==> src/hw/rtl/cu_pkg.sv <==
// Shared types and constants for the combination unranking block.
// Used by cu_ctrl, cu_dpath, cu_chk and the top level; depends on nothing.
`default_nettype none
package cu_pkg;

  localparam int MaxSet   = 64;
  localparam int NW       = 7;                  // set size / choose count width
  localparam int RankW    = 63;
  localparam int ValW     = 64;
  localparam int ElemW    = 6;
  localparam int TabRows  = MaxSet + 1;
  localparam int TabDepth = TabRows * TabRows;
  localparam int AddrW    = $clog2(TabDepth);
  localparam int CfgIdxW  = 1;

  localparam logic [CfgIdxW-1:0] RegSetSize     = 1'd0;
  localparam logic [CfgIdxW-1:0] RegChooseCount = 1'd1;

  typedef enum logic [3:0] {
    ST_FILL_RD,
    ST_FILL_WR,
    ST_IDLE,
    ST_TOT_RD,
    ST_TOT_CHK,
    ST_PROBE_RD,
    ST_PROBE_CHK,
    ST_EMIT,
    ST_ERR
  } cu_state_t;

  typedef struct packed {
    logic fill_rd;
    logic fill_wr;
    logic load;
    logic tot_rd;
    logic tot_chk;
    logic probe_rd;
    logic probe_dec;
    logic take;
    logic emit;
    logic err_out;
  } cu_cmd_t;

  typedef struct packed {
    logic fill_last;
    logic cfg_bad;
    logic rank_big;
    logic probe_more;
    logic out_free;
    logic last_elem;
  } cu_stat_t;

  // Row-major index of C(v,b) in the binomial table (row length MaxSet+1).
  function automatic logic [AddrW-1:0] tab_addr(input logic [NW-1:0] v,
                                                input logic [NW-1:0] b);
    logic [AddrW-1:0] vv;
    logic [AddrW-1:0] bb;
    vv = AddrW'(v);
    bb = AddrW'(b);
    return AddrW'(vv * AddrW'(TabRows)) + bb;
  endfunction

endpackage
`default_nettype wire

==> src/hw/rtl/cu_ctrl.sv <==
// Controller state machine for combination unranking.
// Depends on cu_pkg; drives cu_dpath through cu_cmd_t and reads cu_stat_t.
`default_nettype none
module cu_ctrl (
  input  wire logic          clk,
  input  wire logic          rst_n,
  input  wire logic          in_valid,
  output logic               in_ready,
  input  wire cu_pkg::cu_stat_t stat,
  output cu_pkg::cu_cmd_t    cmd
);
  import cu_pkg::*;

  cu_state_t state_r, state_nxt;

  always_ff @(posedge clk) begin
    if (!rst_n) begin
      state_r <= ST_FILL_RD;
    end else begin
      state_r <= state_nxt;
    end
  end

  always_comb begin
    state_nxt = state_r;
    cmd       = '0;
    in_ready  = 1'b0;
    unique case (state_r)
      ST_FILL_RD: begin
        cmd.fill_rd = 1'b1;
        state_nxt   = ST_FILL_WR;
      end
      ST_FILL_WR: begin
        cmd.fill_wr = 1'b1;
        state_nxt   = stat.fill_last ? ST_IDLE : ST_FILL_RD;
      end
      ST_IDLE: begin
        in_ready = 1'b1;
        if (in_valid) begin
          cmd.load  = 1'b1;
          state_nxt = stat.cfg_bad ? ST_ERR : ST_TOT_RD;
        end
      end
      ST_TOT_RD: begin
        cmd.tot_rd = 1'b1;
        state_nxt  = ST_TOT_CHK;
      end
      ST_TOT_CHK: begin
        if (stat.rank_big) begin
          state_nxt = ST_ERR;
        end else begin
          cmd.tot_chk = 1'b1;
          state_nxt   = ST_PROBE_RD;
        end
      end
      ST_PROBE_RD: begin
        cmd.probe_rd = 1'b1;
        state_nxt    = ST_PROBE_CHK;
      end
      ST_PROBE_CHK: begin
        if (stat.probe_more) begin
          cmd.probe_dec = 1'b1;
          state_nxt     = ST_PROBE_RD;
        end else begin
          cmd.take  = 1'b1;
          state_nxt = ST_EMIT;
        end
      end
      ST_EMIT: begin
        if (stat.out_free) begin
          cmd.emit  = 1'b1;
          state_nxt = stat.last_elem ? ST_IDLE : ST_PROBE_RD;
        end
      end
      ST_ERR: begin
        if (stat.out_free) begin
          cmd.err_out = 1'b1;
          state_nxt   = ST_IDLE;
        end
      end
      default: state_nxt = ST_FILL_RD;
    endcase
  end

endmodule
`default_nettype wire

==> config.mk <==
export PLATFORM = sky130hd
export DESIGN_NAME = cu_ctrl
export DESIGN_NICKNAME = d
export VERILOG_FILES = /design/src/hw/rtl/cu_pkg.sv /design/src/hw/rtl/cu_ctrl.sv
export SDC_FILE = /design/constraint.sdc
export NUM_CORES = 1
export LEC_CHECK = 0
export BUFFER_PORTS_ARGS = -buffer_cell sky130_fd_sc_hd__buf_4
export CAP_MARGIN = 25
export CORE_AREA = 2 2 39 41
export CTS_CLUSTER_DIAMETER = 100
export DETAILED_ROUTE_END_ITERATION = 16
export DIE_AREA = 0 0 41 43
export SETUP_SLACK_MARGIN = 0.05
export SLEW_MARGIN = 5
export SYNTH_ARGS = -nofsm -noshare
export SYNTH_HDL_FRONTEND = slang
export SYNTH_SLANG_ARGS = --single-unit
==> constraint.sdc <==
create_clock -name clk -period 1.8 [get_ports clk]
set_clock_uncertainty 0.1 [all_clocks]
set_input_delay 0.27 -clock clk [delete_from_list [all_inputs] [get_ports clk]]
set_output_delay 0.27 -clock clk [all_outputs]
set_load 0.03 [all_outputs]
# Word level (Yosys, flattened, before mapping)
# Index checks and enable logic that the tools add are counted.
totals:
  regBits: 4
  latch_bits: 0
  mem_bits_rw: 0
  rom_bits: 0
  inputBits: 9
  out_inout_bits: 11
  wordCells: 38
  n_memories: 0
classes:
  n_addsub: 0
  multipliers: 0
  n_div: 0
  n_lt_le_gt_ge: 0
  n_eq_ne: 11
  shifts: 0
  muxes: 24
  n_bitwise: 0
  reduce_logical: 2
ops:
  columns: ["cell", "n"]
  rows:
  - ["4-bit case mux with 9 select lines", 1]
  - ["4-bit 2-to-1 mux", 5]
  - ["4-bit by 3-bit == test with 1-bit output (second input constant)", 4]
  - ["1-bit 2-to-1 mux", 14]
  - ["4-bit by 2-bit == test with 1-bit output (second input constant)", 2]
  - ["2-bit 2-to-1 mux", 3]
  - ["2-bit != test (second input constant)", 3]
  - ["4-bit by 1-bit == test with 1-bit output (second input constant)", 1]
  - ["4-bit == test (second input constant)", 1]
  - ["4-bit logical NOT", 1]
  - ["3-bit 2-to-1 mux", 1]
  - ["3-bit AND reduction", 1]

# Depth between registers and ports, before layout
logic_depth:
  depth_word: 3
  ltp_mapped: 5
  depth_no_buf: 4

# Least setup slack after synthesis
# OpenSTA, ideal clock, no wires.
synth_timing:
  path_type: "register to output"
  from: "reg state_r[0]"
  to: "out cmd[0] (netlist name)"
  arrival_ps: 1687
  required_time_ps: 1430
  setup_slack_ps: -257
  path_stages_with_launch: 4
  path_buffers: 1
  cell_sequence: "dfxtp_1 buf_2 nor2_1 nor4b_1"
synth_rtl:
  columns: ["item", "line_no", "rtl"]
  rows:
  - ["from (decl)", "cu_ctrl.sv:14", "cu_state_t state_r, state_nxt;"]
  - ["from (signal assigned)", "cu_ctrl.sv:20", "state_r <= state_nxt;"]
  - ["to (decl)", "cu_ctrl.sv:10", "output cu_pkg::cu_cmd_t cmd"]

==> flow_metrics.py <==
metrics = {
    "run_status": {
        "status": "finished, final reports clean",
    },
    "cts": {
        "cts_buffers": 3,
        "cts.clk_slew.worst_paths_ps": 40,
        "cts_hold_buf": 0,
        "cts_tree": "built",
        "clock_latency_ps": 240,
        "htreeDepth": 1,
        "root_buffer": "clkbuf_4",
        "clockBufferDepth": 2,
        "clock_sinks": 4,
        "post_cts_buffers": 0,
    },
    "worst_setup_path": {
        "crit_chain": "inv_1 -> nand2_1 -> nor4_2 -> buf_4",
        "critical_path_required_ps": 1430,
        "start_kind": "flip-flop",
        "arrival_ps": 1270,
        "crit_type": "reg -> out",
        "critPathMaxFanout": 8,
        "slowest_delay_ps": 360,
        "critical-path-slowest-cell": "dfxtp_2",
        "critPathCaptureType": "output pin",
    },
    "detailed_routing": {
        "antenna_left": 0,
        "routed_via_density": 5.515,
        "drc": 0,
        "firstDrtPassIters": 4,
        "wl_um": 1256,
        "post_drt_wl_per_cell_um": 12.44,
        "drt_iter0_drc": 12,
        "vias": 557,
    },
    "layout": {
        "fin_nets": 96,
        "final_common_cell": "buf_4",
        "area_growth_syn_to_layout_pct": 52.68,
        "final_cell_mix": "24 x buf_4, 5 x nor2_1, 4 x nand2_1",
        "largest_reg_flops": 4,
        "drive_gt1_share_pct": 45.88,
        "largestRegisters": "state_r x4",
        "largest-register": "state_r",
        "antenna_cells": 0,
    },
    "die": {
        "rows": 14,
        "die_area_sq_um": 1763,
        "fp.dieW_um": 41,
        "die_y_um": 43,
        "start_util_pct": 32.10,
        "core_area_sq_um": 1384,
        "io_pins": 20,
    },
    "synthesis": {
        "seq_area_frac_synth_pct": 18.03,
        "synth_edf_count": 0,
        "async_flop_share_pct": 0,
        "ys_ff_latch": 4,
        "netlist_area_sq_um": 444.2,
        "yosys_most_used_dff": "dfxtp_1",
        "ys.warnings.count": 0,
        "syn-num-nets": 72,
        "synth_cell_type_count": 28,
        "syn-mean-instance-area_sq_um": 7.050,
        "synthCells": 63,
    },
    "place": {
        "place.gp.congestion": 0.7185,
        "numPortBuffers": 19,
        "dp_hpwl_um": 987.9,
    },
    "grt": {
        "gr-usage-met2_pct": 25.00,
        "met1_usage_pct": 22.93,
        "busiest_layer": "met2",
        "grt-ovfl-total": 0,
        "grt_pass1_wl_um": 2076,
        "grt_max_degree": 13,
        "antenna_found_initial": 0,
        "grt_pass1_vias": 489,
        "grt_usage_pct": 17.02,
        "grt_util_met3_pct": 6.283,
    },
    "worst_hold_path": {
        "min_path_type": "in -> reg",
    },
    "sta": {
        "tightest_slew_ps": 269.4,
        "relSlewSlack_pct": 81.90,
        "period_share_pct": 91.30,
        "finalHoldViolations": 0,
        "max_freq_mhz": 608.5,
        "layout_min_cycle_time_ps": 1643,
        "grt_setup_unrepaired": "false",
        "drv_slew": 0,
        "setup-violations-final": 0,
        "hold_ws_ps": 210.6,
        "finalSetupTns_ps": 0,
    },
    "pwr": {
        "p_per_area_nw_per_um2": 862.6,
        "ir_worst_vdd_mv": 0.3495,
        "p_leak_nw": 0.2931,
    },
    "flow_run": {
        "drv_cap": 0,
    },
}
-- timing repair --
item	in CTS	in global routing
gates resized for setup	3	4
endpoints found under the setup margin	3	7
pin swaps	0	0
-- Yosys cell counts, types with 3 or more instances --
cell | number | area (sq um)
and3_1 | 3 | 18.77
buf_2 | 5 | 25.02
dfxtp_1 | 4 | 80.08
inv_1 | 3 | 11.26
nand2_1 | 4 | 15.01
nand2b_1 | 3 | 18.77
nor2_1 | 5 | 18.77
nor2b_1 | 5 | 31.28
nor3_1 | 4 | 20.02
o21ai_0 | 3 | 15.01
-- worst paths after layout --
kind,start,to,slack [ps],cells after the start
max reg2reg,state_r[0]$_SDFFE_PN0P_,state_r[1]$_SDFFE_PN0P_,350,4
min reg2reg,state_r[3]$_SDFFE_PN0P_,state_r[2]$_SDFFE_PN0P_,460,1
min,rst_n,state_r[3]$_SDFFE_PN0P_,210,2
max,state_r[3]$_SDFFE_PN0P_,cmd[5],160,4
-- critical path, delay by kind of cell (launching register included) --
family	cells	cell delay (ps)
flip-flops	1	360
buffers and inverters	2	360
AND/OR/NAND/NOR	2	310
-- metal layers --
metal | up-vias | part of all wire [%] | routed length (um)
met5 | - | 0 | 0
met4 | 0 | 0 | 0
met3 | 0 | 4.0 | 50
met2 | 11 | 50 | 628
met1 | 267 | 46 | 576
li1 | 279 | - | -
-- power breakdown --
| group | total [W] | switching [W] | leakage, nW | internal (W) |
|---|---|---|---|---|
| clock | 0.000117 | 0.0000417 | 0.0138 | 0.0000749 |
| combinational | 0.000317 | 0.000172 | 0.245 | 0.000146 |
| sequential | 0.000151 | 0.0000422 | 0.0346 | 0.000109 |
| total | 0.000585 | 0.000256 | 0.293 | 0.000329 |
-- through the flow --
stage | worst slack (ps) | cells | power [W] | cell area (sq um) | utilization, %
5_1_grt | 62.27 | 101 | 0.0006286 | 678.2 | 49.01
6_report | 156.6 | 101 | 0.0005850 | 678.2 | 49.01
3_5_place_dp | 244.7 | 98 | 0.0004621 | 643.1 | 46.47
2_1_floorplan | 122.1 | 63 | 0.0003575 | 467.9 | -
4_1_cts | 43.04 | 101 | 0.0005865 | 670.6 | 48.46
3_3_place_gp | 234.6 | 98 | 0.0004643 | 643.1 | 46.47
-- area by class of cell --
cell class	instances	area [sq um]
Multi-Input combinational cell	51	356.6
Inverter	3	11.26
Tap cell	16	20.02
Timing Repair Buffer	24	180.2
Fill cell	142	705.7
Clock buffer	3	22.52
Sequential cell	4	87.58
-- cell families (layout without fill, tap and decap cells) --
group | Yosys count | count (layout) | share of synthesized area (%)
simple gates | 36 | 36 | 45.92
compound gates | 15 | 15 | 27.89
buf+inv | 8 | 30 | 8.168
flops | 4 | 4 | 18.03
Power figures use the tool's default switching activity.
